--- config.mk ---
export PLATFORM = sky130hd
export DESIGN_NAME = cooperative_task_scheduler_top
export DESIGN_NICKNAME = d
export VERILOG_FILES = /design/src/rtl/cts_pkg.sv /design/src/rtl/cooperative_task_scheduler_top.sv /design/src/rtl/cts_ram.sv /design/src/rtl/cts_slot_alu.sv
export SDC_FILE = /design/constraint.sdc
export NUM_CORES = 1
export LEC_CHECK = 0
export ABC_CLOCK_PERIOD_IN_PS = 16200
export BUFFER_PORTS_ARGS = -buffer_cell sky130_fd_sc_hd__buf_2
export CORE_ASPECT_RATIO = 0.8
export CORE_MARGIN = 2
export CORE_UTILIZATION = 35
export DETAILED_ROUTE_END_ITERATION = 10
export MAX_ROUTING_LAYER = met4
export SETUP_SLACK_MARGIN = 0.2
export SKIP_LAST_GASP = 1
export SYNTH_ARGS = -nofsm -noshare
export SYNTH_HDL_FRONTEND = slang
export SYNTH_SLANG_ARGS = --single-unit
--- constraint.sdc ---
create_clock -name i_clk -period 16.2 [get_ports i_clk]
set_input_delay 1.62 -clock i_clk [delete_from_list [all_inputs] [get_ports i_clk]]
set_output_delay 1.62 -clock i_clk [all_outputs]
set_load 0.01 [all_outputs]
--- src/rtl/cts_pkg.sv ---
// Shared types and constants of the cooperative task scheduler.
// No dependencies; the top, the slot unit and the bench refer to it by scoped names.
package cts_pkg;

    localparam int RESULT_CAP   = 16;
    localparam int COUNT_W      = $clog2(RESULT_CAP + 1);
    localparam int HOLD_W       = 16;
    localparam logic [HOLD_W-1:0] HOLD_DISPATCHES = 16'd60000;

    typedef enum logic [1:0] {
        MODE_TICK = 2'd0,
        MODE_ADD  = 2'd1,
        MODE_DEL  = 2'd2,
        MODE_DISP = 2'd3
    } t_mode;

    typedef enum logic [2:0] {
        ST_DONE  = 3'd0,
        ST_FULL  = 3'd1,
        ST_EMPTY = 3'd2,
        ST_DUE   = 3'd3,
        ST_NONE  = 3'd4
    } t_status;

    typedef enum logic [1:0] {
        ERR_NONE = 2'd0,
        ERR_FULL = 2'd1,
        ERR_DEL  = 2'd2
    } t_err;

    typedef enum logic [1:0] {
        S_IDLE,
        S_SCAN,
        S_ADD,
        S_FLUSH
    } t_state;

    // One table entry as held in the slot RAM.
    typedef struct packed {
        logic [7:0]  tag;
        logic [15:0] delay;
        logic [15:0] period;
        logic [7:0]  runs;
    } t_entry;

    localparam int ENTRY_W = $bits(t_entry);

    // Result of the shared slot update unit.
    typedef struct packed {
        t_entry entry;
        logic   due;
        logic   release_slot;
    } t_alu_res;

    // One pending result.
    typedef struct packed {
        t_status    status;
        logic [3:0] slot;
        logic [7:0] tag;
    } t_result;

endpackage

--- src/rtl/cooperative_task_scheduler_top.sv ---
// Top level of the time-triggered cooperative task scheduler: sequencer, error aging, output.
// Depends on cts_pkg, cts_ram and cts_slot_alu.
//
//  channel   direction  handshake                    payload
//  request   in         i_req_valid / o_req_ready    i_mode, i_task_tag, i_start_delay,
//                                                    i_repeat_period, i_slot_index
//  result    out        o_rsp_valid / i_rsp_ready    o_status, o_slot, o_tag_out,
//                                                    o_error_state, o_last_result
//
// Walks: a tick or dispatch request walks the slot RAM one slot a cycle through the shared
// slot unit unless a dispatch is stalled; a dispatch stops early after its sixteenth due
// slot. An add walks the used bits until the first free slot.
// One request is in work at a time.
// Reset clears the used bits at once; RAM contents of unused slots read as zero, so there is
// no clearing pass. A stalled result port holds a dispatch walk at its next due slot.
module cooperative_task_scheduler_top #(
    parameter int MAX_TASKS = 16
) (
    input  logic        i_clk,
    input  logic        i_rst_n,
    input  logic        i_req_valid,
    output logic        o_req_ready,
    input  logic [1:0]  i_mode,
    input  logic [7:0]  i_task_tag,
    input  logic [15:0] i_start_delay,
    input  logic [15:0] i_repeat_period,
    input  logic [3:0]  i_slot_index,
    output logic        o_rsp_valid,
    input  logic        i_rsp_ready,
    output logic [2:0]  o_status,
    output logic [3:0]  o_slot,
    output logic [7:0]  o_tag_out,
    output logic [1:0]  o_error_state,
    output logic        o_last_result
);

    localparam int AW = (MAX_TASKS > 1) ? $clog2(MAX_TASKS) : 1;
    localparam logic [AW-1:0] LAST_SLOT = AW'(MAX_TASKS - 1);
    localparam logic [cts_pkg::COUNT_W-1:0] CAP_LAST =
        cts_pkg::COUNT_W'(cts_pkg::RESULT_CAP - 1);

    // Sequencer state
    cts_pkg::t_state  r_state, n_state;
    logic [AW-1:0]    r_p, n_p;
    logic [cts_pkg::COUNT_W-1:0] r_count, n_count;
    logic [MAX_TASKS-1:0] r_used, n_used;

    // Latched request
    cts_pkg::t_mode   r_mode, n_mode;
    logic [7:0]       r_tag, n_tag;
    logic [15:0]      r_dly, n_dly;
    logic [15:0]      r_per, n_per;

    // Held result, waiting for the next due slot or the end of the walk
    cts_pkg::t_result r_pend, n_pend;
    logic             r_pend_v, n_pend_v;

    // Error aging
    logic [1:0]                  r_err_now, n_err_now;
    logic [1:0]                  r_err_seen, n_err_seen;
    logic [cts_pkg::HOLD_W-1:0]  r_err_hold, n_err_hold;

    // Output register
    logic             r_o_valid, n_o_valid;
    cts_pkg::t_result r_o_res, n_o_res;
    logic [1:0]       r_o_err, n_o_err;
    logic             r_o_last, n_o_last;

    // RAM and slot unit
    logic             ram_we;
    logic [AW-1:0]    ram_waddr, ram_raddr;
    cts_pkg::t_entry  ram_wdata, ram_rdata, cur_entry;
    cts_pkg::t_alu_res alu;

    logic accept, out_free, last_slot, is_disp, stall;
    logic [3:0] p_slot;
    logic [AW-1:0] del_idx;
    logic del_ok;
    logic [31:0] p_wide, idx_wide;

    assign accept    = i_req_valid && o_req_ready;
    assign out_free  = !r_o_valid || i_rsp_ready;
    assign last_slot = (r_p == LAST_SLOT);
    assign is_disp   = (r_mode == cts_pkg::MODE_DISP);
    assign p_wide    = 32'(r_p);
    assign p_slot    = p_wide[3:0];
    assign idx_wide  = 32'(i_slot_index);
    assign del_idx   = idx_wide[AW-1:0];
    assign del_ok    = (idx_wide < 32'(MAX_TASKS)) && r_used[del_idx];

    assign cur_entry = r_used[r_p] ? ram_rdata : '0;

    // Hold the walk while a due slot cannot push the previous result out.
    assign stall = (r_state == cts_pkg::S_SCAN) && is_disp && alu.due && r_pend_v && !out_free;

    // Read ahead by one slot; re-read the current slot when stalled or on the last slot.
    always_comb begin
        if (r_state != cts_pkg::S_SCAN) begin
            ram_raddr = '0;
        end else if (stall || last_slot) begin
            ram_raddr = r_p;
        end else begin
            ram_raddr = r_p + AW'(1);
        end
    end

    cts_ram #(
        .WIDTH (cts_pkg::ENTRY_W),
        .DEPTH (MAX_TASKS)
    ) u_slot_ram (
        .i_clk   (i_clk),
        .i_we    (ram_we),
        .i_waddr (ram_waddr),
        .i_wdata (ram_wdata),
        .i_raddr (ram_raddr),
        .o_rdata (ram_rdata)
    );

    cts_slot_alu u_slot_alu (
        .i_disp  (is_disp),
        .i_used  (r_used[r_p]),
        .i_entry (cur_entry),
        .o_res   (alu)
    );

    // Next state
    always_comb begin
        n_state = r_state;
        unique case (r_state)
            cts_pkg::S_IDLE: begin
                if (accept) begin
                    unique case (cts_pkg::t_mode'(i_mode))
                        cts_pkg::MODE_ADD: n_state = cts_pkg::S_ADD;
                        cts_pkg::MODE_DEL: n_state = cts_pkg::S_FLUSH;
                        default:           n_state = cts_pkg::S_SCAN;
                    endcase
                end
            end
            cts_pkg::S_SCAN: begin
                if (is_disp) begin
                    if (!stall && ((alu.due && r_count == CAP_LAST) || last_slot)) begin
                        n_state = cts_pkg::S_FLUSH;
                    end
                end else if (last_slot) begin
                    n_state = cts_pkg::S_FLUSH;
                end
            end
            cts_pkg::S_ADD: begin
                if (!r_used[r_p] || last_slot) begin
                    n_state = cts_pkg::S_FLUSH;
                end
            end
            cts_pkg::S_FLUSH: begin
                if (out_free) begin
                    n_state = cts_pkg::S_IDLE;
                end
            end
            default: n_state = cts_pkg::S_IDLE;
        endcase
    end

    // Datapath and outputs
    always_comb begin
        n_p        = r_p;
        n_count    = r_count;
        n_used     = r_used;
        n_mode     = r_mode;
        n_tag      = r_tag;
        n_dly      = r_dly;
        n_per      = r_per;
        n_pend     = r_pend;
        n_pend_v   = r_pend_v;
        n_err_now  = r_err_now;
        n_err_seen = r_err_seen;
        n_err_hold = r_err_hold;
        n_o_valid  = r_o_valid && !i_rsp_ready;
        n_o_res    = r_o_res;
        n_o_err    = r_o_err;
        n_o_last   = r_o_last;
        ram_we     = 1'b0;
        ram_waddr  = r_p;
        ram_wdata  = alu.entry;

        unique case (r_state)
            cts_pkg::S_IDLE: begin
                if (accept) begin
                    n_mode   = cts_pkg::t_mode'(i_mode);
                    n_tag    = i_task_tag;
                    n_dly    = i_start_delay;
                    n_per    = i_repeat_period;
                    n_p      = '0;
                    n_count  = '0;
                    n_pend_v = 1'b0;
                    unique case (cts_pkg::t_mode'(i_mode))
                        cts_pkg::MODE_DEL: begin
                            n_pend_v = 1'b1;
                            n_pend.slot = i_slot_index;
                            n_pend.tag  = 8'd0;
                            if (del_ok) begin
                                n_used[del_idx] = 1'b0;
                                n_pend.status   = cts_pkg::ST_DONE;
                            end else begin
                                n_err_now     = cts_pkg::ERR_DEL;
                                n_pend.status = cts_pkg::ST_EMPTY;
                            end
                        end
                        cts_pkg::MODE_DISP: begin
                            // Aging does not depend on this dispatch, so apply it up front:
                            // every result of the dispatch carries the aged code.
                            if (r_err_now != r_err_seen) begin
                                n_err_seen = r_err_now;
                                n_err_hold = (r_err_now != cts_pkg::ERR_NONE) ?
                                             cts_pkg::HOLD_DISPATCHES : '0;
                            end else if (r_err_hold != '0) begin
                                n_err_hold = r_err_hold - cts_pkg::HOLD_W'(1);
                                if (r_err_hold == cts_pkg::HOLD_W'(1)) begin
                                    n_err_now = cts_pkg::ERR_NONE;
                                end
                            end
                        end
                        default: ;
                    endcase
                end
            end
            cts_pkg::S_SCAN: begin
                if (is_disp) begin
                    if (alu.due && !stall) begin
                        if (r_pend_v) begin
                            n_o_valid = 1'b1;
                            n_o_res   = r_pend;
                            n_o_err   = r_err_now;
                            n_o_last  = 1'b0;
                        end
                        n_pend.status = cts_pkg::ST_DUE;
                        n_pend.slot   = p_slot;
                        n_pend.tag    = cur_entry.tag;
                        n_pend_v      = 1'b1;
                        n_count       = r_count + cts_pkg::COUNT_W'(1);
                        ram_we        = 1'b1;
                        if (alu.release_slot) begin
                            n_used[r_p] = 1'b0;
                        end
                    end else if (!alu.due && last_slot && !r_pend_v) begin
                        n_pend.status = cts_pkg::ST_NONE;
                        n_pend.slot   = 4'd0;
                        n_pend.tag    = 8'd0;
                        n_pend_v      = 1'b1;
                    end
                end else begin
                    ram_we = r_used[r_p];
                    if (last_slot) begin
                        n_pend.status = cts_pkg::ST_DONE;
                        n_pend.slot   = 4'd0;
                        n_pend.tag    = 8'd0;
                        n_pend_v      = 1'b1;
                    end
                end
                if (!stall) begin
                    n_p = r_p + AW'(1);
                end
            end
            cts_pkg::S_ADD: begin
                n_pend.tag = 8'd0;
                if (!r_used[r_p]) begin
                    ram_we         = 1'b1;
                    ram_wdata.tag    = r_tag;
                    ram_wdata.delay  = r_dly;
                    ram_wdata.period = r_per;
                    ram_wdata.runs   = 8'd0;
                    n_used[r_p]    = 1'b1;
                    n_pend.status  = cts_pkg::ST_DONE;
                    n_pend.slot    = p_slot;
                    n_pend_v       = 1'b1;
                end else if (last_slot) begin
                    n_err_now     = cts_pkg::ERR_FULL;
                    n_pend.status = cts_pkg::ST_FULL;
                    n_pend.slot   = 4'd0;
                    n_pend_v      = 1'b1;
                end
                n_p = r_p + AW'(1);
            end
            cts_pkg::S_FLUSH: begin
                if (out_free) begin
                    n_o_valid = 1'b1;
                    n_o_res   = r_pend;
                    n_o_err   = r_err_now;
                    n_o_last  = 1'b1;
                    n_pend_v  = 1'b0;
                end
            end
            default: ;
        endcase
    end

    // Control registers
    always_ff @(posedge i_clk) begin
        if (!i_rst_n) begin
            r_state    <= cts_pkg::S_IDLE;
            r_used     <= '0;
            r_pend_v   <= 1'b0;
            r_err_now  <= cts_pkg::ERR_NONE;
            r_err_seen <= cts_pkg::ERR_NONE;
            r_err_hold <= '0;
            r_o_valid  <= 1'b0;
            r_p        <= '0;
            r_count    <= '0;
        end else begin
            r_state    <= n_state;
            r_used     <= n_used;
            r_pend_v   <= n_pend_v;
            r_err_now  <= n_err_now;
            r_err_seen <= n_err_seen;
            r_err_hold <= n_err_hold;
            r_o_valid  <= n_o_valid;
            r_p        <= n_p;
            r_count    <= n_count;
        end
    end

    // Payload registers
    always_ff @(posedge i_clk) begin
        r_mode   <= n_mode;
        r_tag    <= n_tag;
        r_dly    <= n_dly;
        r_per    <= n_per;
        r_pend   <= n_pend;
        r_o_res  <= n_o_res;
        r_o_err  <= n_o_err;
        r_o_last <= n_o_last;
    end

    assign o_req_ready   = (r_state == cts_pkg::S_IDLE);
    assign o_rsp_valid   = r_o_valid;
    assign o_status      = r_o_res.status;
    assign o_slot        = r_o_res.slot;
    assign o_tag_out     = r_o_res.tag;
    assign o_error_state = r_o_err;
    assign o_last_result = r_o_last;

    // The final flush always has a held result to deliver.
    a_flush_has_result: assert property (@(posedge i_clk) disable iff (!i_rst_n)
        r_state == cts_pkg::S_FLUSH |-> r_pend_v)
        else $error("flush without a held result");

    // A dispatch never serves more than the result cap.
    a_count_cap: assert property (@(posedge i_clk) disable iff (!i_rst_n)
        r_count <= cts_pkg::COUNT_W'(cts_pkg::RESULT_CAP))
        else $error("dispatch result count past cap");

    // A write-back during the walk never hits the slot being read ahead.
    a_no_rw_collision: assert property (@(posedge i_clk) disable iff (!i_rst_n)
        (ram_we && r_state == cts_pkg::S_SCAN && !last_slot) |-> ram_raddr != ram_waddr)
        else $error("slot RAM read and write collide");

    // A stalled walk keeps its slot and its result count.
    a_stall_holds: assert property (@(posedge i_clk) disable iff (!i_rst_n)
        stall |=> ($stable(r_p) && $stable(r_count) && r_state == cts_pkg::S_SCAN))
        else $error("walk advanced during stall");

endmodule

--- src/rtl/cts_ram.sv ---
// Generic single-write, single-read RAM with registered read data.
// No dependencies.
module cts_ram #(
    parameter int WIDTH = 8,
    parameter int DEPTH = 16
) (
    input  logic                                   i_clk,
    input  logic                                   i_we,
    input  logic [(DEPTH > 1 ? $clog2(DEPTH) : 1)-1:0] i_waddr,
    input  logic [WIDTH-1:0]                       i_wdata,
    input  logic [(DEPTH > 1 ? $clog2(DEPTH) : 1)-1:0] i_raddr,
    output logic [WIDTH-1:0]                       o_rdata
);

    logic [WIDTH-1:0] r_mem [DEPTH];
    logic [WIDTH-1:0] r_rdata;

    always_ff @(posedge i_clk) begin
        if (i_we) begin
            r_mem[i_waddr] <= i_wdata;
        end
        r_rdata <= r_mem[i_raddr];
    end

    assign o_rdata = r_rdata;

endmodule

--- src/rtl/cts_slot_alu.sv ---
// Shared slot update unit: countdown and run counting for tick, run take-off for dispatch.
// Depends on cts_pkg.
module cts_slot_alu (
    input  logic              i_disp,
    input  logic              i_used,
    input  cts_pkg::t_entry   i_entry,
    output cts_pkg::t_alu_res o_res
);

    always_comb begin
        o_res.entry        = i_entry;
        o_res.due          = i_used && (i_entry.runs != 8'd0);
        o_res.release_slot = (i_entry.period == 16'd0);
        if (i_disp) begin
            o_res.entry.runs = i_entry.runs - 8'd1;
        end else if (i_entry.delay == 16'd0) begin
            // wrap past 255 is intended
            o_res.entry.runs  = i_entry.runs + 8'd1;
            o_res.entry.delay = i_entry.period;
        end else begin
            o_res.entry.delay = i_entry.delay - 16'd1;
        end
    end

endmodule

==> Word level (Yosys, flattened, before mapping) <==
Memories as Yosys holds them, arrays and structs flattened. A register that Yosys moved wholly into a read port is not among the register bits.
Cells that the tools add are included.
{ "word_totals": {"regBits": 124, "latchBits": 0, "ramBits": 768, "rom_bits": 0, "output_inout_bits": 20, "elab_cells": 218, "n_memories": 1} }
{ "memory_table": {"columns": ["name", "words", "word_bits", "read_ports", "rd_ports_with_merged_regs", "wr", "line", "rtl"], "rows": [
  ["u_slot_ram.r_mem", 16, 48, 1, 1, 1, "cts_ram.sv:15", "logic [WIDTH-1:0] r_mem [DEPTH];"]
]} }
{ "classes": {"addsub": 6, "mul": 0, "div": 0, "order_cmp": 5, "eq_ne": 34, "shift": 0, "n_mux": 97, "n_bitwise": 5, "n_reduce_logical": 49} }
{ "op_table": {"columns": ["cell", "count"], "rows": [
  ["$mux 16", 12],
  ["$mux 15", 10],
  ["$mux 48", 3],
  ["$pmux 16 s3", 1],
  ["$pmux 15 s3", 1],
  ["$mux 2", 18],
  ["$and 16x16->16", 2],
  ["$logic_not 16->1", 2],
  ["$not 16->16", 2],
  ["$sub 16x1->16 const B", 2],
  ["$pmux 15 s2", 1],
  ["$mux 1", 25],
  ["$ne 3x3->1 const B", 6],
  ["$eq 16x1->1 const B", 1],
  ["$mux 4", 4],
  ["$mux 8", 2],
  ["$ne 2x2->1 const B", 8],
  ["$or 16x16->16", 1],
  ["$pmux 2 s2", 4],
  ["$reduce_bool 16->1", 1],
  ["$logic_and 1x1->1", 15],
  ["$lt 4x5->1 const B", 3],
  ["$mux 5", 3],
  ["$reduce_and 5->1", 3],
  ["34 further kinds", 66]
]} }

==> Longest topological paths before layout <==
Gate-level depths: netlist of run 1.
{ "depth": {"word_depth": 15, "depth_mapped": 22} }

==> Hierarchy <==
From an unflattened synthesis of run 1, not the netlist that was laid out.
{ "hier_totals": {"cells_unflattened": 2087, "hier_area_um2": 37881.3} }
{ "by_module_without_submodules": {"columns": ["mod", "instances", "cells_per_inst", "area_each_um2", "seq_area_each_um2"], "rows": [
  ["cts_ram", 1, 1242, 29691.0, 24023.0],
  ["cooperative_task_scheduler_top", 1, 658, 6857.8, 3233.1],
  ["cts_slot_alu", 1, 187, 1332.5, 0.0]
]} }

==> Worst setup path after synthesis of run 1 <==
OpenSTA, ideal clock, no wires.
{ "synth_path": {"kind": "flip-flop to flip-flop", "from": "reg r_p[1] (netlist: p_slot[1])", "to": "mem u_slot_ram.r_mem[3][0] in the netlist's numbering, enable pin", "setup_ns": 0.513, "arrival_ns": 6.337, "t_required_ns": 15.687, "setup_slack_ns": 9.350, "stages_incl_launch_ff": 16, "period_less_slack_ns": 6.850, "path_cell_list": "dfxtp_1 -> buf_6 -> mux4_2 -> mux2_2 -> mux2_2 -> clkbuf_1 -> clkbuf_1 -> clkbuf_1 -> nand2_1 -> ha_1 -> nor4b_2 -> nand2_1 -> a21oi_1 -> nor3_1 -> o21ai_1 -> nor3_1"} }
{ "synth_between": {"elab_chain_cells": 15, "word_cells_on_any_way": 16} }
{ "synth_lines": {"columns": ["element", "line", "rtl"], "rows": [
  ["start: declaration", "cooperative_task_scheduler_top.sv:44", "logic [AW-1:0] r_p, n_p;"],
  ["start signal: assignment", "cooperative_task_scheduler_top.sv:315", "r_p <= n_p;"],
  ["$bmux 1 s4", null, null],
  ["$mux 1 (implied by the code)", null, null],
  ["$mux 48", "cooperative_task_scheduler_top.sv:91", "assign cur_entry = r_used[r_p] ? ram_rdata : '0;"],
  ["$reduce_bool 8->1", "cts_slot_alu.sv:12", "o_res.due = i_used && (i_entry.runs != 8'd0);"],
  ["$logic_and 1x1->1", "cts_slot_alu.sv:12", null],
  ["$logic_and 1x1->1 (3 in a row)", "cooperative_task_scheduler_top.sv:94", "assign stall = (r_state == cts_pkg::S_SCAN) && is_disp && alu.due && r_pend_v && !out_free;"],
  ["$logic_not 1->1", null, null],
  ["$logic_and 1x1->1", "cooperative_task_scheduler_top.sv:227", "if (alu.due && !stall) begin"],
  ["$mux 1", "cooperative_task_scheduler_top.sv:227", null],
  ["$mux 1", "cooperative_task_scheduler_top.sv:226", "if (is_disp) begin"],
  ["$pmux 1 s2", "cooperative_task_scheduler_top.sv:184", "unique case (r_state)"],
  ["$mux 1", "cts_ram.sv:19", "if (i_we) begin"],
  ["$mux 1 (implied by the code)", "cts_ram.sv:20", "r_mem[i_waddr] <= i_wdata;"],
  ["end: declaration", "cts_ram.sv:15", null]
]} }
Parallel ways exist; a longest one is shown, timed or not. The select of a mux whose other input is x is not followed.

==> Final worst setup path of run 1 <==
{ "layout_path": {"from": "reg r_p[1] (netlist: p_slot[1])", "to": "reg u_slot_ram.r_rdata[45] (netlist: u_slot_ram.o_rdata[45]), read port of u_slot_ram.r_mem"} }
{ "layout_between": {"elab_chain_cells": 11, "word_cells_on_any_way": 13} }
{ "layout_lines": {"columns": ["element", "line", "rtl"], "rows": [
  ["$bmux 1 s4", "cooperative_task_scheduler_top.sv:91, cooperative_task_scheduler_top.sv:121", null],
  ["$mux 1 (implied by the code)", "cooperative_task_scheduler_top.sv:91, cooperative_task_scheduler_top.sv:121", null],
  ["$mux 48", "cooperative_task_scheduler_top.sv:91", null],
  ["$reduce_bool 8->1", "cts_slot_alu.sv:12", null],
  ["$logic_and 1x1->1", "cts_slot_alu.sv:12", null],
  ["$logic_and 1x1->1 (3 in a row)", "cooperative_task_scheduler_top.sv:94", null],
  ["$logic_or 1x1->1", "cooperative_task_scheduler_top.sv:100", "end else if (stall || last_slot) begin"],
  ["$mux 4 *", "cooperative_task_scheduler_top.sv:100", null],
  ["$mux 4 *", "cooperative_task_scheduler_top.sv:98", "if (r_state != cts_pkg::S_SCAN) begin"],
  ["end: declaration", "cts_ram.sv:16", "logic [WIDTH-1:0] r_rdata;"]
]} }
Every way passes the cells marked *; elsewhere a longest branch is shown, timed or not. The select of a mux whose other input is x is not followed.
A chain may end at the register's enable or synchronous reset.

==> summary.txt, run 1 <==
Yosys
  – Most common flop cell mapped by yosys: edfxtp_1
  – Async S/R FF share, synth: 0%
  – Ys Warns: 0
  – Synthesized area per cell: 13.8 sq um
  – Syn_nets: between 2,000 and 3,000
  – EDFF count, synth: 843
  – Synthesized instance count: 2,762
  – Unique masters post-synth: between 70 and 80
  – Mapped Area: 38,000 sq um
  – Flops & latches, synth: 940
  – Sequential share of the synthesized area: 71.7%

STA
  – Fmax: 0.142 GHz
  – Slew @ Worst Pin: 1.23 ns
  – Fin crit period: about 7.0 ns
  – Rel. slew slack: 17.8%
  – RSZ-0062 raised after global routing: no
  – Number of setup violations in the final report: 0
  – Pins Over Slew Limit: 0
  – Fin worst setup slack: ~9.2 ns
  – Post-Route Skew: 0.0365 ns
  – Period utilisation layout: 43.5%
  – Setup tns final: 0 ns
  – Final hold violation count: 0
  – Hold WS: 0.415 ns

Worst hold path
  – Worst min-delay path category: reg -> reg

Power
  – Pwr/cell area: between 150 and 200 nW/um^2
  – Worst IR Drop VDD: around 0.15 mV
  – Sw Share: 32.4%
  – NetSw: roughly 2200 uW
  – Pint: 4490 uW
  – Flop pwr share: 47.1%
  – Overall power: approximately 6600 uW
  – Clk network pwr share: a little under a third
  – Comb pwr share: 22.8%
  – Leak pwr: 0.0149 uW

Floorplanning
  – Initial Utilization: 35.2%
  – Die width: 372 um
  – Die ar.: about 110,000 sq um
  – Die H: between 200 and 300 um
  – I/O pin count: 70
  – Row count: 108
  – Core area: roughly 110,000 sq um

Run
  – Max-cap violations: 0

Clock network
  – Clock Path Buffers: 3
  – CTS H-Tree Depth: 3
  – Worst-Skew Late Latency: 0.69 ns
  – Cts bufs inserted: 86
  – CTS tree: built
  – Setup Buffers After CTS: 0
  – Clock-pin slew on the worst setup and hold paths: 0.06 ns
  – Sink Count: 940
  – CTS resizes: 0
  – Root Driver: clkbuf_16
  – Cts hold-fix bufs: 0

Worst setup path
  – Crit path required time: approximately 17 ns
  – CP Launch Type: flip-flop
  – Critical setup path kind: reg -> reg
  – CP endpoint kind: flip-flop
  – CP cell instances: mux4_2 > mux2_2 > mux2_2 > buf_4 > nand2_1 > ha_1 > nor4b_2 > a211oi_1 > a32oi_1 > o211ai_1 > buf_4 > nand2_8 > buf_4 > mux2i_1 > o32ai_1 > or4_1
  – Flop2flop setup slack: between 9 and 10 ns
  – Crit Path Max Fanout: 65
  – Bufs and invs on worst path: 3
  – Slowest CP cell: buf_4
  – CP top delay family: simple AND/OR/NAND/NOR gates
  – CP most frequent cell: buf_4
  – Crit-path max cell delay: 0.91 ns
  – Arr. time, crit path: 7.58 ns

Layout
  – Nets@finish: 2,868
  – # diodes: 0
  – Fraction of layout cells with a size suffix above 1: between 10% and 20%
  – Layout area overhead: 12.6%

Route
  – DR iter-0 viols: 3,287
  – DRC viols: 0
  – Post-Route WL: 104 mm
  – First-pass DRT Iterations: 5
  – Post-DRT Antenna Nets: 0
  – Average routed wire per standard cell: 24.1 um
  – DR vias: 23,877
  – DR vias/cell: ~5.6

Placement
  – I/O Buffers: 69
  – Placer Congestion: 0.873
  – DP HPWL: roughly 55 mm
  – Placement Setup Slack: 9.19 ns

GRT
  – Gr usage total: 19.0%
  – GRT overflow: 0
  – Initial antenna violation count: 1
  – Largest net degree at the start of global routing: between 150 and 200
  – Vias in the first global route: 22,045
  – First-pass GRT wire length: 151 mm

Run status
  – Status: completed
==> metrics by stage <==
step / util [%] / area, sq um / instances
after floorplan: - / 38000 / 2762
after global placement: 37.0 / 40000 / 4141
after detailed placement: 37.0 / 40000 / 4141
after CTS: 39.6 / 42800 / 4301
after global routing: 39.6 / 42800 / 4301
final: 39.6 / 42800 / 4301
==> routing by layer <==
layer / GRT usage, % / routed length (um) / part of all wire [%]
met2: 25.4 / 43400 / 42
met4: 4.35 / 1730 / 1.7
met3: 4.39 / 10900 / 11
met1: 29.0 / 47500 / 46
met5: - / 0 / 0
==> final timing paths <==
| check | start | endpoint | cells past startpoint |
|---|---|---|---|
| worst max-delay path | p_slot[1]$_SDFFE_PN0P_ | u_slot_ram.o_rdata[45]$_DFF_P_ | 16 |
| worst min-delay path | r_pend[10]$_DFFE_PP_ | o_slot[2]$_DFFE_PP_ | 0 |
| worst max register to register | p_slot[1]$_SDFFE_PN0P_ | u_slot_ram.o_rdata[45]$_DFF_P_ | 16 |
| worst min register to register | r_pend[10]$_DFFE_PP_ | o_slot[2]$_DFFE_PP_ | 0 |
==> cell usage after synthesis (all sizes together), types with 5 or more instances <==
cell     number  share of area, %
a22oi         7              0.15
inv          21              0.21
edfxtp      843                67
a311o         6              0.16
and3         12              0.20
o22ai        39              0.64
nor4         19              0.31
nand2       475               4.7
mux2i        91               2.4
o31ai         7              0.14
a2111oi       9              0.24
dfxtp        97               5.1
nand4        10              0.16
nor2b        18              0.30
a21boi        8              0.16
a22o          5              0.14
o21ai        82               1.1
ha           19              0.63
nor3         70              0.92
a211oi       11              0.22
clkbuf      107               1.1
nand3       149               2.0
mux4         50               3.0
a211o        36              0.83
xnor2         9              0.21
o41ai         7              0.16
a31oi        42              0.69
or4          42              0.83
or3          14              0.23
buf          67              0.96
a21oi       235               3.1
xor2          6              0.14
o21a          6              0.12
nor2         76              0.75
o211ai        7              0.15
and2          8              0.13
==> cell families after synthesis <==
| logic type | after synthesis | synth area share (%) |
|---|---|---|
| adders and majority gates | 19 | 0.625 |
| muxes | 145 | 5.49 |
| xor gates and xnor gates | 15 | 0.346 |
| and+or+nand+nor | 907 | 10.8 |
| DFF | 940 | 71.7 |
| AOI/OAI and AO/OA | 540 | 8.80 |
| buffers and inverters | 196 | 2.24 |
==> sequential cells by signal, indices dropped and copies added, names as in the netlist, 3 cells and up <==
name	flops
r_err_hold	16
r_tag	8
r_dly	16
o_status	3
o_slot	4
o_tag_out	8
r_count	5
p_slot	4
r_pend	15
u_slot_ram.o_rdata	48
r_per	16
r_used	16
u_slot_ram.r_mem	768
==> layout make-up <==
class                           count  area, sq um
Fill cell                       10097        65300
Sequential cell                   940        27300
Multi-Input combinational cell   1626        10100
Clock buffer                      113         2330
Tap cell                         1430         1790
Timing Repair Buffer              123          763
Clock inverter                     47          408
Inverter                           22         82.6
==> cell usage in the layout, fill, tap and decap left out, types with 8 or more instances in the layout <==
cell,synthesis,final
a211o_1,36,36
nand4_1,10,10
dfxtp_1,97,97
a31oi_1,42,42
edfxtp_1,843,843
nand2_1,474,472
nor3_1,70,69
clkbuf_1,107,20
or3_1,14,14
clkinv_1,1,12
nor2_1,76,61
nor2b_1,18,18
clkbuf_16,0,87
a21oi_1,235,234
a211oi_1,11,11
or4_1,42,42
buf_4,3,53
a21boi_0,8,8
and3_1,12,12
mux4_2,50,50
inv_1,21,21
o21ai_1,7,9
nand3_1,149,149
nor2_4,0,15
o21ai_0,73,68
buf_2,41,69
clkinv_2,0,19
ha_1,19,17
mux2i_1,91,90
nor4_1,19,19
xnor2_1,9,9
o22ai_1,39,39
==> power by group through the flow <==
stage                     Sequential (uW)  Clock, uW  Combinational [uW]
after floorplan                      3090          0                1050
after global placement               3180          0                1480
after detailed placement             3180          0                1500
after CTS                            3130       2040                1500
after global routing                 3140       2130                1660
final                                3130       2000                1510
Power figures use the tool's default switching activity.
==> run 2: changes to the inputs <==
--- a/config.mk
+++ b/config.mk
@@ -5,7 +5,8 @@
 export SDC_FILE = /design/constraint.sdc
 export NUM_CORES = 1
 export LEC_CHECK = 0
-export ABC_CLOCK_PERIOD_IN_PS = 16200
+export ABC_AREA = 1
+export ABC_CLOCK_PERIOD_IN_PS = 5700
 export BUFFER_PORTS_ARGS = -buffer_cell sky130_fd_sc_hd__buf_2
 export CORE_ASPECT_RATIO = 0.8
 export CORE_MARGIN = 2
==> constraint.sdc (replaced) <==
create_clock -name i_clk -period 5.7 [get_ports i_clk]
set_input_delay 0.57 -clock i_clk [delete_from_list [all_inputs] [get_ports i_clk]]
set_output_delay 0.57 -clock i_clk [all_outputs]
set_load 0.01 [all_outputs]
==> run 2 against run 1 <==
Compared with the run above:
- routed wire length is 19% higher
- setup slack worse by 8.3 ns
- critical path depth is 6 higher
- worst hold slack worse by 0.35 ns
- first-iteration DRC count is 14% higher
- utilization is 0.33 points higher
- sequential share of layout area is 7.4 points lower
- register-to-register slack worse by 8.3 ns
- largest cell class unchanged
- highest routed layer unchanged
==> summary.txt, run 2 <==
GRT
  – Gr usage total: 19.8% (+0.78 points)
  – GRT overflow: 0 (unchanged)
  – Largest net degree at the start of global routing: 194 (+0.52%)
  – Initial antenna violation count: 0 (-1)
  – Vias in the first global route: 28,717 (+30%)
  – First-pass GRT wire length: 183 mm (+21%)

Route
  – Post-Route WL: 123 mm (+19%)
  – DR vias/cell: 5.19 (-6.5%)
  – First-pass DRT Iterations: 6 (+1)
  – DRC viols: 0 (unchanged)
  – DR iter-0 viols: 3,747 (+14%)
  – Average routed wire per standard cell: 20.5 um (-15%)
  – DR vias: 31,227 (+31%)
  – Post-DRT Antenna Nets: 0 (unchanged)

Worst hold path
  – Hold depth: 1 (+1)
  – Worst Hold End: r_per[14]$_DFFE_PP_
  – Hold Path Origin: i_repeat_period[14]
  – Worst min-delay path category: in -> reg

Worst setup path
  – CP endpoint kind: flip-flop
  – R2R Path End: u_slot_ram.o_rdata[31]$_DFF_P_
  – Flop2flop setup slack: 0.87 ns (-8.28 ns)
  – Crit Path Max Fanout: 52 (-20%)
  – Critical setup path kind: reg -> reg
  – Reg2reg path depth: 22 (+6)
  – Crit path required time: 6.33 ns (-10.41 ns)
  – Arr. time, crit path: 5.45 ns (-2.13 ns)
  – RR Startpoint: p_slot[0]$_SDFFE_PN0P_
  – CP Launch Type: flip-flop

Run
  – Max-cap violations: 0 (unchanged)

Yosys
  – Post-synthesis mux area share: 0% (-5.5 points)
  – Mapped Area: 42,900 sq um (+13%)
  – Top cell type by total area after synthesis: edfxtp_1
  – EDFF count, synth: 843 (unchanged)
  – Most common flop cell mapped by yosys: edfxtp_1
  – Sequential share of the synthesized area: 63.5% (-8.2 points)
  – Main combinational cell family by area after synthesis: simple AND/OR/NAND/NOR gates
  – Post-synth top area share: 59.0% (-7.6 points)
  – Syn_nets: 4,412 (+56%)
  – Async S/R FF share, synth: 0% (unchanged)
  – Flops & latches, synth: 940 (unchanged)
  – Synthesized area per cell: 9.89 sq um (-28%)
  – Ys Warns: 0 (unchanged)
  – Unique masters post-synth: 48 (-38%)
  – Cell with the most instances after synthesis: inv_1
  – Synthesized instance count: 4,343 (+57%)
  – Commonest cells in the netlist: inv_1 (922), edfxtp_1 (843), nand3_1 (718), nand2_1 (628), nand4_1 (395)
  – Post-synthesis compound-gate area fraction: 2.94% (-5.9 points)
  – Area contributors post-synth: edfxtp_1 (59%), nand3_1 (8.4%), inv_1 (8.1%)
  – Xor/xnor cell area share of the yosys netlist: 0.306% (-0.040 points)
  – Adder-Cell Fraction of Synth Area: 0.554% (-0.072 points)
  – Simple logic cell fraction of the synthesized area: 21.6% (+11 points)

Layout
  – Biggest register: u_slot_ram.r_mem
  – Fraction of layout cells with a size suffix above 1: 7.77% (-4.5 points)
  – Most common cell after layout, fill and taps aside: inv_1
  – Layout area overhead: 12.7%
  – Most frequent cells in the layout: inv_1 (920), edfxtp_1 (843), nand3_1 (717)
  – Largest register FFs: 768 (unchanged)
  – # diodes: 0 (unchanged)
  – Nets@finish: 4,379 (+53%)
  – Fin util: 39.9% (+0.33 points)

Power
  – Overall power: 26,100 uW (+290%)
  – Pwr/cell area: 540 nW/um^2 (+250%)
  – Leak pwr: 0.0202 uW (+36%)
  – Worst IR Drop VDD: 0.318 mV (+120%)

Floorplanning
  – Core area: 121,000 sq um (+12%)
  – Die H: 317 um (+6.2%)
  – Initial Utilization: 35.4% (+0.25 points)
  – I/O pin count: 70 (unchanged)
  – Die ar.: 126,000 sq um (+13%)
  – Die width: 396 um (+6.2%)
  – Row count: 114 (+5.6%)

Placement
  – Placer Congestion: 0.931 (+6.6%)
  – I/O Buffers: 69 (unchanged)
  – DP HPWL: 62.8 mm (+14%)

Clock network
  – Cts bufs inserted: 94 (+9.3%)
  – Clock Path Buffers: 3 (unchanged)
  – Clock-pin slew on the worst setup and hold paths: 0.06 ns (about the same)
  – CTS H-Tree Depth: 3 (unchanged)
  – Sink Count: 940 (unchanged)
  – Worst-Skew Late Latency: 0.70 ns (about the same)
  – CTS resizes: 0 (unchanged)
  – Root Driver: clkbuf_16
  – CTS tree: built
  – Setup Buffers After CTS: 0 (unchanged)

Run status
  – Status: completed

STA
  – Slew @ Worst Pin: 1.27 ns (+0.0423 ns)
  – Fin crit period: 4.83 ns (-2.22 ns)
  – Post-Route Skew: 0.0374 ns (+0.000863 ns)
  – Period utilisation layout: 84.7% (+41 points)
  – Rel. slew slack: 15.4% (-2.4 points)
  – Final hold violation count: 0 (unchanged)
  – Number of setup violations in the final report: 0 (unchanged)
  – RSZ-0062 raised after global routing: no
  – Setup tns final: 0 ns (unchanged)
  – Pins Over Slew Limit: 0 (unchanged)
  – Fmax: 0.207 GHz (+46%)
-- run 2: cells by family after synthesis --
logic type,Yosys count
DFF,940
xor gates and xnor gates,15
adders and majority gates,19
buffers and inverters,1210
and+or+nand+nor,1937
AOI/OAI and AO/OA,222
-- run 2: cell type report --
| class | instances | area, sq um |
|---|---|---|
| Clock buffer | 127 | 2630 |
| Clock inverter | 48 | 483 |
| Fill cell | 11664 | 72900 |
| Inverter | 931 | 3500 |
| Multi-Input combinational cell | 2193 | 11100 |
| Sequential cell | 940 | 27300 |
| Tap cell | 1624 | 2030 |
| Timing Repair Buffer | 150 | 1380 |
-- run 2: per-layer routing --
metal | track usage [%] | share of wire, % | up-vias
li1 | - | - | 14616
met1 | 28.0 | 45 | 14975
met2 | 29.6 | 44 | 1414
met3 | 3.38 | 8.4 | 222
met4 | 4.62 | 2.1 | 0
met5 | - | 0 | -
-- run 2: where the power goes --
| group | switching (uW) | leakage (uW) | total, uW | internal, uW |
|---|---|---|---|---|
| Combinational | 7120 | 0.0101 | 9390 | 2270 |
| Sequential | 299 | 0.00852 | 10400 | 10100 |
| Clock | 2680 | 0.00152 | 6320 | 3640 |
-- run 2: worst max path at each step --
stage / from / to / slack, ns / cells past startpoint
floorplan: p_slot[0]$_SDFFE_PN0P_ / u_slot_ram.r_mem[4][0]$_DFFE_PP_ / -0.57 / 20
global placement: p_slot[0]$_SDFFE_PN0P_ / u_slot_ram.o_rdata[26]$_DFF_P_ / 0.97 / 22
detailed placement: p_slot[0]$_SDFFE_PN0P_ / u_slot_ram.o_rdata[3]$_DFF_P_ / 0.99 / 21
CTS: p_slot[0]$_SDFFE_PN0P_ / u_slot_ram.o_rdata[3]$_DFF_P_ / 0.95 / 22
global route: p_slot[0]$_SDFFE_PN0P_ / u_slot_ram.o_rdata[3]$_DFF_P_ / 0.60 / 22
finish: p_slot[0]$_SDFFE_PN0P_ / u_slot_ram.o_rdata[31]$_DFF_P_ / 0.87 / 22
-- run 2: critical path: stages (launching register included) --
cell and delay, ns:
dfxtp_1 0.66, inv_2 0.26, nand2_1 0.12, nand3_1 0.07, nand2_1 0.08, nand2_1 0.06
nand2_1 0.12, nor2_4 0.08, nor2_1 0.38, inv_1 0.10, ha_1 0.20, inv_1 0.09
nor2_1 0.06, nand2_1 0.16, nand4_4 0.20, nand3_4 0.30, nand3_4 0.76, buf_12 0.50
nand2_1 0.10, nand3_1 0.08, nand3_1 0.13, nand3_1 0.10, nand2_1 0.07
-- run 2: metrics by stage --
stage               area, sq um  cells  worst slack, ns  hold WS, ns
floorplan                 42900   4343           -0.569        0.400
global placement          45300   5837            0.970        0.409
detailed placement        45300   5837            0.985        0.407
CTS                       48400   6013            0.946       0.0133
global route              48400   6013            0.602       0.0234
finish                    48400   6013            0.874       0.0606
-- run 2: repair_timing --
item,CTS,global route
endpoints found under the hold margin,1,0
setup endpoints to repair,0,0
hold buffers,1,0
